**config.mk**
```make
export PLATFORM = sky130hd
export DESIGN_NAME = intel_hex_record_parser
export DESIGN_NICKNAME = d
export VERILOG_FILES = /design/src/rtl/ihex_pkg.sv /design/src/rtl/intel_hex_record_parser.sv
export SDC_FILE = /design/constraint.sdc
export NUM_CORES = 1
export LEC_CHECK = 0
export BUFFER_PORTS_ARGS = -buffer_cell sky130_fd_sc_hd__buf_2
export CORE_AREA = 2 2 143 145
export DETAILED_ROUTE_END_ITERATION = 16
export DIE_AREA = 0 0 145 147
export PLACE_DENSITY_LB_ADDON = 0.08
export SYNTH_ARGS = -nofsm -noshare
export SYNTH_HDL_FRONTEND = slang
export SYNTH_SLANG_ARGS = --single-unit
```
**constraint.sdc**
```tcl
create_clock -name clk -period 7.05 [get_ports clk]
set_input_delay 1.41 -clock clk [delete_from_list [all_inputs] [get_ports clk]]
set_output_delay 1.41 -clock clk [all_outputs]
set_load 0.03 [all_outputs]
```
**src/rtl/ihex_pkg.sv**
```systemverilog
// ----------------------------------------------------------------------------
// ihex_pkg: shared types and constants of the Intel HEX record parser
// Holds the parser state, result record, character codes and digit decoding.
// ----------------------------------------------------------------------------
package ihex_pkg;

	// Width of the running data offset counter.
	localparam int OFFSET_BITS = 24;

	localparam logic [7:0] CHAR_COLON  = 8'd58;
	localparam logic [7:0] CHAR_ZERO   = 8'd48;
	localparam logic [7:0] CHAR_NINE   = 8'd57;
	localparam logic [7:0] CHAR_UPPER_A = 8'd65;
	localparam logic [7:0] CHAR_UPPER_F = 8'd70;
	localparam logic [7:0] LETTER_BIAS = 8'd55;

	localparam logic [7:0] TYPE_DATA = 8'h00;
	localparam logic [7:0] TYPE_EOF  = 8'h01;

	typedef enum logic [2:0] {
		PH_HUNT = 3'd0,
		PH_LEN  = 3'd1,
		PH_ADDR = 3'd2,
		PH_TYPE = 3'd3,
		PH_DATA = 3'd4,
		PH_CSUM = 3'd5
	} phase_t;

	typedef enum logic [1:0] {
		KIND_DATA = 2'd0,
		KIND_EOF  = 2'd1,
		KIND_BAD  = 2'd2
	} kind_t;

	typedef struct packed {
		phase_t                 phase;
		logic [1:0]             digit_count;
		logic [7:0]             record_length;
		logic [7:0]             record_type;
		logic [3:0]             high_nibble;
		logic [7:0]             bytes_left;
		logic [OFFSET_BITS-1:0] output_count;
		logic                   finished;
	} parse_state_t;

	typedef struct packed {
		kind_t       kind;
		logic [7:0]  data_byte;
		logic [23:0] data_offset;
	} result_t;

	localparam parse_state_t STATE_RESET = '{
		phase:         PH_HUNT,
		digit_count:   2'd0,
		record_length: 8'd0,
		record_type:   8'd0,
		high_nibble:   4'd0,
		bytes_left:    8'd0,
		output_count:  '0,
		finished:      1'b0
	};

	// Returns {invalid, value}; only '0'-'9' and 'A'-'F' are hex digits.
	function automatic logic [4:0] hex_digit(input logic [7:0] c);
		logic [7:0] diff;
		if (c >= CHAR_ZERO && c <= CHAR_NINE) begin
			diff = c - CHAR_ZERO;
			return {1'b0, diff[3:0]};
		end else if (c >= CHAR_UPPER_A && c <= CHAR_UPPER_F) begin
			diff = c - LETTER_BIAS;
			return {1'b0, diff[3:0]};
		end
		return 5'b10000;
	endfunction

endpackage

```
**src/rtl/intel_hex_record_parser.sv**
```systemverilog
// ----------------------------------------------------------------------------
// intel_hex_record_parser: Intel HEX text stream to data bytes
// Decodes records one character per beat and emits data bytes with offsets.
// ----------------------------------------------------------------------------
// Usage:
//   The char channel (char_valid, char_stall, char_in, new_file) takes one
//   ASCII character per beat. new_file clears the parser and the offset
//   counter before that character is handled.
//   The rec channel (rec_valid, rec_stall, kind, data_byte, data_offset)
//   gives at most one result per character: a data byte of a type 00 record
//   with its running offset, an end-of-file marker, or a bad-digit flag.
//   After end-of-file all characters are swallowed until new_file.
// Throughput:
//   A result is registered into the output buffer when its character is taken.
//   One character is taken every cycle while char_stall is low; the record
//   state update is a single register stage, so the rate is one character per clock.
// Stall:
//   A two-entry output buffer (output register plus skid register) lets a
//   character be taken while a result waits. char_stall rises only when
//   both entries are full, and drops the cycle after the receiver takes one.
// Reset:
//   arst_n clears the parser to hunting for ':', the offset to zero and
//   empties the output buffer.
// ----------------------------------------------------------------------------
module intel_hex_record_parser import ihex_pkg::*; (
	input  logic        clk,
	input  logic        arst_n,
	input  logic        char_valid,
	output logic        char_stall,
	input  logic [7:0]  char_in,
	input  logic        new_file,
	output logic        rec_valid,
	input  logic        rec_stall,
	output logic [1:0]  kind,
	output logic [7:0]  data_byte,
	output logic [23:0] data_offset
);

	parse_state_t state_q;
	parse_state_t cur;
	parse_state_t nxt;
	result_t      res;
	logic         res_valid;
	logic         accept;
	logic [4:0]   digit;
	logic [3:0]   nib;
	logic [7:0]   pair;
	logic [7:0]   left_dec;
	logic [1:0]   csum_cnt;

	result_t out_q;
	logic    out_valid_q;
	result_t skid_q;
	logic    skid_valid_q;

	assign char_stall = skid_valid_q;
	assign accept     = char_valid && !skid_valid_q;

	assign digit    = hex_digit(char_in);
	assign nib      = digit[3:0];
	assign pair     = {cur.high_nibble, nib};
	assign left_dec = cur.bytes_left - 8'd1;
	assign csum_cnt = cur.digit_count + 2'd1;

	always_comb begin
		cur       = new_file ? STATE_RESET : state_q;
		nxt       = cur;
		res       = '{kind: KIND_DATA, data_byte: 8'd0, data_offset: 24'd0};
		res_valid = 1'b0;
		if (!cur.finished) begin
			unique case (cur.phase)
				PH_CSUM: begin
					// Checksum characters are taken whatever they are.
					if (csum_cnt >= 2'd2) begin
						nxt.digit_count = 2'd0;
						nxt.phase       = PH_HUNT;
					end else begin
						nxt.digit_count = csum_cnt;
					end
				end
				PH_LEN, PH_ADDR, PH_TYPE, PH_DATA: begin
					if (digit[4]) begin
						nxt.phase       = PH_HUNT;
						nxt.digit_count = 2'd0;
						res.kind        = KIND_BAD;
						res_valid       = 1'b1;
					end else if (cur.phase == PH_ADDR) begin
						if (cur.digit_count == 2'd3) begin
							nxt.digit_count = 2'd0;
							nxt.phase       = PH_TYPE;
						end else begin
							nxt.digit_count = cur.digit_count + 2'd1;
						end
					end else if (cur.digit_count == 2'd0) begin
						nxt.high_nibble = nib;
						nxt.digit_count = 2'd1;
					end else begin
						nxt.digit_count = 2'd0;
						if (cur.phase == PH_LEN) begin
							nxt.record_length = pair;
							nxt.phase         = PH_ADDR;
						end else if (cur.phase == PH_TYPE) begin
							nxt.record_type = pair;
							nxt.bytes_left  = cur.record_length;
							if (pair == TYPE_EOF) begin
								nxt.finished = 1'b1;
								nxt.phase    = PH_HUNT;
								res.kind     = KIND_EOF;
								res_valid    = 1'b1;
							end else begin
								nxt.phase = (cur.record_length != 8'd0) ? PH_DATA : PH_CSUM;
							end
						end else begin
							nxt.bytes_left = left_dec;
							if (left_dec == 8'd0) begin
								nxt.phase = PH_CSUM;
							end
							if (cur.record_type == TYPE_DATA) begin
								nxt.output_count = cur.output_count + OFFSET_BITS'(1);
								res.data_byte    = pair;
								res.data_offset  = 24'(cur.output_count);
								res_valid        = 1'b1;
							end
						end
					end
				end
				default: begin
					if (char_in == CHAR_COLON) begin
						nxt.phase         = PH_LEN;
						nxt.digit_count   = 2'd0;
						nxt.record_length = 8'd0;
						nxt.record_type   = 8'd0;
						nxt.bytes_left    = 8'd0;
					end
				end
			endcase
		end
	end

	always_ff @(posedge clk or negedge arst_n) begin
		if (!arst_n) begin
			state_q <= STATE_RESET;
		end else if (accept) begin
			state_q <= nxt;
		end
	end

	always_ff @(posedge clk or negedge arst_n) begin
		if (!arst_n) begin
			out_valid_q  <= 1'b0;
			skid_valid_q <= 1'b0;
		end else if (!out_valid_q || !rec_stall) begin
			if (skid_valid_q) begin
				out_valid_q  <= 1'b1;
				skid_valid_q <= 1'b0;
			end else begin
				out_valid_q <= accept && res_valid;
			end
		end else if (accept && res_valid) begin
			skid_valid_q <= 1'b1;
		end
	end

	// Payload registers of the output buffer carry no reset.
	always_ff @(posedge clk) begin
		if (!out_valid_q || !rec_stall) begin
			out_q <= skid_valid_q ? skid_q : res;
		end else if (accept && res_valid) begin
			skid_q <= res;
		end
	end

	assign rec_valid   = out_valid_q;
	assign kind        = out_q.kind;
	assign data_byte   = out_q.data_byte;
	assign data_offset = out_q.data_offset;

endmodule

```
**Yosys cells after proc, flatten, opt, wreduce, memory -nomap -nowiden**

Cells that the tools add are included.

- Register bits: 128
- Latch bits: 0
- Memory bits (writable): 0
- Memory bits (read-only): 0
- Output and inout bits: 36
- Word-level logic and storage cells: 114
- Memories: 0

- $add $sub $neg: 5
- Multipliers: 0
- Div/mod/pow operators: 0
- Order comparisons: 5
- Equality and inequality tests: 8
- Shifts and indexed selects: 0
- Mux-type cells: 64
- Bitwise operators: 1
- Reductions and logical operators: 15

Operator list:

| cell | count |
|---|---|
| two-way mux 34 bit | 6 |
| two-way mux 58 bit | 2 |
| two-way mux 53 bit | 2 |
| two-way mux 32 bit | 3 |
| two-way mux 33 bit | 2 |
| two-way mux 24 bit | 2 |
| two-way mux 8 bit | 5 |
| case mux 16 bit (2 select lines) | 1 |
| two-way mux 25 bit | 1 |
| two-way mux 5 bit | 5 |
| adder 24 x 1 -> 24 bit, second input constant | 1 |
| two-way mux 21 bit | 1 |
| two-way mux 3 bit | 7 |
| two-way mux 1 bit | 18 |
| zero test 8 bit | 2 |
| two-way mux 16 bit | 1 |
| case mux 8 bit (2 select lines) | 1 |
| case mux 5 bit (2 select lines) | 1 |
| == test 8 x 1 -> 1 bit, second input constant | 1 |
| == test 8 x 6 -> 1 bit, second input constant | 1 |
| >= comparator 8 x 6 -> 1 bit, second input constant | 1 |
| >= comparator 8 x 7 -> 1 bit, second input constant | 1 |
| <= comparator 8 x 6 -> 1 bit, second input constant | 1 |
| <= comparator 8 x 7 -> 1 bit, second input constant | 1 |
| other kinds (20) | 31 |

**Logic depth before layout (Yosys ltp)**

- Depth after elaboration: 17
- Depth in mapped cells: 13

**Worst setup path before layout**

Ideal clock, no wire load.

- Kind: input to register
- From: in new_file
- To: reg skid_q[0] (netlist bit), enable pin
- Arrival: 5.739 ns
- Required time: 6.573 ns
- Setup slack: 0.834 ns
- Cell stages on the path: 10
- Cell sequence: buf_2 > inv_1 > clkbuf_1 > buf_1 > nand2_1 > ha_1 > clkbuf_1 > a21oi_1 > o21ai_0 > a211oi_1

- Longest elaborated chain between the ends: 12
- Elaborated cells on any way between the ends: 20
- Classes of those cells: eq/ne (5); mux (10); reduce/logical (5)

Ends and longest elaborated chain:

| what | line | RTL |
|---|---|---|
| from (decl) | intel_hex_record_parser.sv:31 | `input logic new_file,` |
| two-way mux 58 bit * | intel_hex_record_parser.sv:66 | `cur = new_file ? STATE_RESET : state_q;` |
| == test 8 x 1 -> 1 bit or zero test 8 bit (tied branches) | intel_hex_record_parser.sv:105, intel_hex_record_parser.sv:118 |  |
| two-way mux 1 bit, on equally long branches | intel_hex_record_parser.sv:105, intel_hex_record_parser.sv:118 |  |
| two-way mux 1 bit | intel_hex_record_parser.sv:102 | `end else if (cur.phase == PH_TYPE) begin` |
| two-way mux 1 bit | intel_hex_record_parser.sv:99 | `if (cur.phase == PH_LEN) begin` |
| two-way mux 1 bit | intel_hex_record_parser.sv:94 | `end else if (cur.digit_count == 2'd0) begin` |
| two-way mux 1 bit | intel_hex_record_parser.sv:87 | `end else if (cur.phase == PH_ADDR) begin` |
| two-way mux 1 bit | intel_hex_record_parser.sv:82 | `if (digit[4]) begin` |
| two-way mux 1 bit | intel_hex_record_parser.sv:71 | `unique case (cur.phase)` |
| two-way mux 1 bit * | intel_hex_record_parser.sv:70 | `if (!cur.finished) begin` |
| logical AND 1 bit * | intel_hex_record_parser.sv:168 | `end else if (accept && res_valid) begin` |
| AND reduction 2 bit (no source line) * | -- |  |
| to (signal assigned) | intel_hex_record_parser.sv:169 | `skid_q <= res;` |
| to (decl) | intel_hex_record_parser.sv:53 | `result_t skid_q;` |

Every way passes the cells marked *; elsewhere a longest branch is shown, timed or not.
A chain may end at the register's enable or synchronous reset.

**Worst setup path in the final report**

- From: in new_file
- To: reg skid_q[26] (netlist bit), enable pin

Same word-level chain as after synthesis.

==> impl_metrics.ini <==
[status]
outcome = completed

[setup_path]
path_class = input pin to flop
slowest_delay_ns = 0.48
cp_cell_sequence = buf_2, buf_4, nor2_2, and3_1, nand3_1, nor3_1, o21ai_0, a211oi_4, buf_4
arrival_ns = 4.26
crit_path_max_fanout = 45
crit_start = new_file
end_kind = flop
slowest_stage = and3_1
critPathLaunchType = input pin
critPathTopFamily = simple AND/OR/NAND/NOR gates
crit_buf_inv = 3
regToRegStartpoint = state_q[57]$_DFFE_PN0P_
cp_common_cell = buf_4
cp.required_ns = 7.11

[logic_synthesis]
synth_nets = 633
syn_area_per_cell_um2 = 11.1
synth_flop_cell = edfxtp_1
ys_async_sr_fraction_pct = 46.9
synth_seq_area_share_pct = 52.3
synth_seq_cells = 128
synthTopCellsByArea = edfxtp_1 (30%), dfrtp_1 (22%), mux2_2 (4.7%), a22o_1 (2.7%), nand2_1 (2.7%)
synthDistinctLibCells = 72
yosys-top-cells-count = edfxtp_1 (68), dfrtp_1 (60), nand2_1 (49)
yosys.area.top_type = edfxtp_1
netlist_instances = 608
synth-edff-count = 68
synth_area_um2 = 6780
synthDominantCellAreaShare_pct = 30.1
yosysWarnings = 0
yosysMostFrequentCell = edfxtp_1

[finish]
drive_gt1_share_pct = 20.7
seq_area_um2 = 3540
fillers = 1940
fin_nets = 669
syn_to_final_growth_pct = 15.2
final_area_um2 = 7810
multi_input_area_um2 = 3030
antennaDiodeCount = 0

[cts]
htreeDepth = 4
numCtsBuffers = 17
hold_buffers = 0
cts_tree = built
clock-root-buffer = clkbuf_16
path_clk_slew_ns = 0.06
cts.sink_count = 128
cts_setup_buffers = 0
clk_latency_ns = 0.42
cts.repair.resized = 0
clockBufferDepth = 2

[drt]
drtIter0Drc = 383
ant_nets = 0
drc_errors = 0
first_pass_iters = 5
wl_per_cell_um = 18.8
vias = 5019
drt-total-wl_um = 17400
via_per_inst = 5.41

[place]
portBuffers = 48
dpl.hpwl_um = 11600
gp_congestion = 0.862
placed_area_um2 = 7260

[sta]
hold_violations = 0
rsz0062_at_grt = no
relSlewSlack_pct = 32.6
setup_violations = 0
finalMaxSlewViolations = 0
tightest_slew_ns = 1.01
finClkSkew_ns = 0.00992
setup_tns_ns = 0
fin_crit_ns = 4.20
timing.fmax_mhz = 238
period_share_pct = 59.6

[floorplanning]
ios = 49
chipHeight_um = 147
rows = 52
fp.dieW_um = 145
die-area_um2 = 21300
coreArea_um2 = 19800
start_util_pct = 34.1

[global_route]
grt_max_degree = 61
grt_pass1_vias = 5046
grt_pass1_wl_um = 28000
grt_usage_pct = 16.8
overflow = 0
grt_antenna_before_repair = 0

[power_and_ir_drop]
power.density_nw_per_um2 = 229
internal-power_mw = 1.33
pwr-share-seq_pct = 45.8
clock_power_share_pct = 46.1
comb_power_share_pct = 8.1
p_switching_mw = 0.461
p_leak_nw = 3.25
switching_share_pct = 25.7
ir_worst_vdd_v = 0.000162

[worst_hold_path]
min_from = state_q[42]$_DFFE_PN0P_
min-delay-path-class = flop to flop

[flow_run]
max-cap-violations = 0
## power groups by stage
stage / clock [mW] / sequential (mW) / combinational (mW)
floorplan: 0 / 0.863 / 0.0659
global placement: 0 / 0.835 / 0.145
detailed placement: 0 / 0.835 / 0.147
CTS: 0.844 / 0.821 / 0.147
global route: 0.880 / 0.822 / 0.157
finish: 0.825 / 0.821 / 0.145
## metal layers
layer  GRT usage (%)  up-vias  part of all wire (%)
li1                -     2372                     -
met1            22.7     2521                    47
met2            27.1      104                    47
met3            3.11       22                   3.7
met4            6.04        0                   1.7
met5               0        -                     0
## through the flow
| stage | utilization, % | cells | hold slack [ns] | setup slack, ns | power (mW) |
|---|---|---|---|---|---|
| floorplan | - | 608 | 0.450 | 0.834 | 0.929 |
| global placement | 36.6 | 895 | 0.484 | 2.59 | 0.980 |
| detailed placement | 36.6 | 895 | 0.489 | 2.42 | 0.982 |
| CTS | 39.3 | 927 | 0.506 | 2.87 | 1.81 |
| global route | 39.3 | 927 | 0.521 | 2.54 | 1.86 |
| finish | 39.3 | 927 | 0.507 | 2.85 | 1.79 |
## flip-flops by register name, indices dropped and copies added, names as in the netlist
signal and flops:
state_q 58, skid_q 34, data_offset 24, data_byte 8, kind 2, char_stall 1
rec_valid 1
## cells by family (layout without fill, tap and decap cells)
family	count (synthesis)	count (layout)	share of synthesized area, %
XOR/XNOR	10	10	1.29
adder cells (fa/ha/maj)	12	12	2.22
AO/OA/AOI/OAI	134	134	15.0
multiplexers	34	34	5.54
AND/OR/NAND/NOR	237	237	20.5
flip-flops	128	128	52.3
buffers and inverters	53	102	3.19
## worst paths after layout
| path | to | slack, ns | cells past startpoint |
|---|---|---|---|
| min reg2reg | state_q[42]$_DFFE_PN0P_ | 0.51 | 1 |
| min | state_q[42]$_DFFE_PN0P_ | 0.51 | 1 |
| min in group asynchronous | state_q[27]$_DFFE_PN0P_ | 1.17 | 2 |
| max | skid_q[26]$_DFFE_PP_ | 2.85 | 9 |
| max in group asynchronous | state_q[3]$_DFFE_PN0P_ | 5.36 | 2 |
| max reg2reg | skid_q[26]$_DFFE_PP_ | 3.69 | 7 |
## area by class of cell
type | instances | area share [%]
Tap cell | 270 | 4.33
Clock inverter | 13 | 1.47
Multi-Input combinational cell | 427 | 38.8
Inverter | 16 | 0.769
Sequential cell | 128 | 45.4
Clock buffer | 19 | 5.54
Timing Repair Buffer | 54 | 3.65
## placed cells by master, fill, tap and decap left out, drive strengths merged, types with 12 or more instances in the layout
master  netlist  final
edfxtp       68     68
dfrtp        60     60
buf          12     54
nand2        51     51
nor2         34     34
mux2         28     28
and2         27     27
nand3        26     26
a22o         21     21
o21ai        21     21
nor3         20     20
clkbuf       25     19
inv          16     18
a21oi        18     18
and3         16     16
ha           12     12
(Power assumes the default switching activity.)
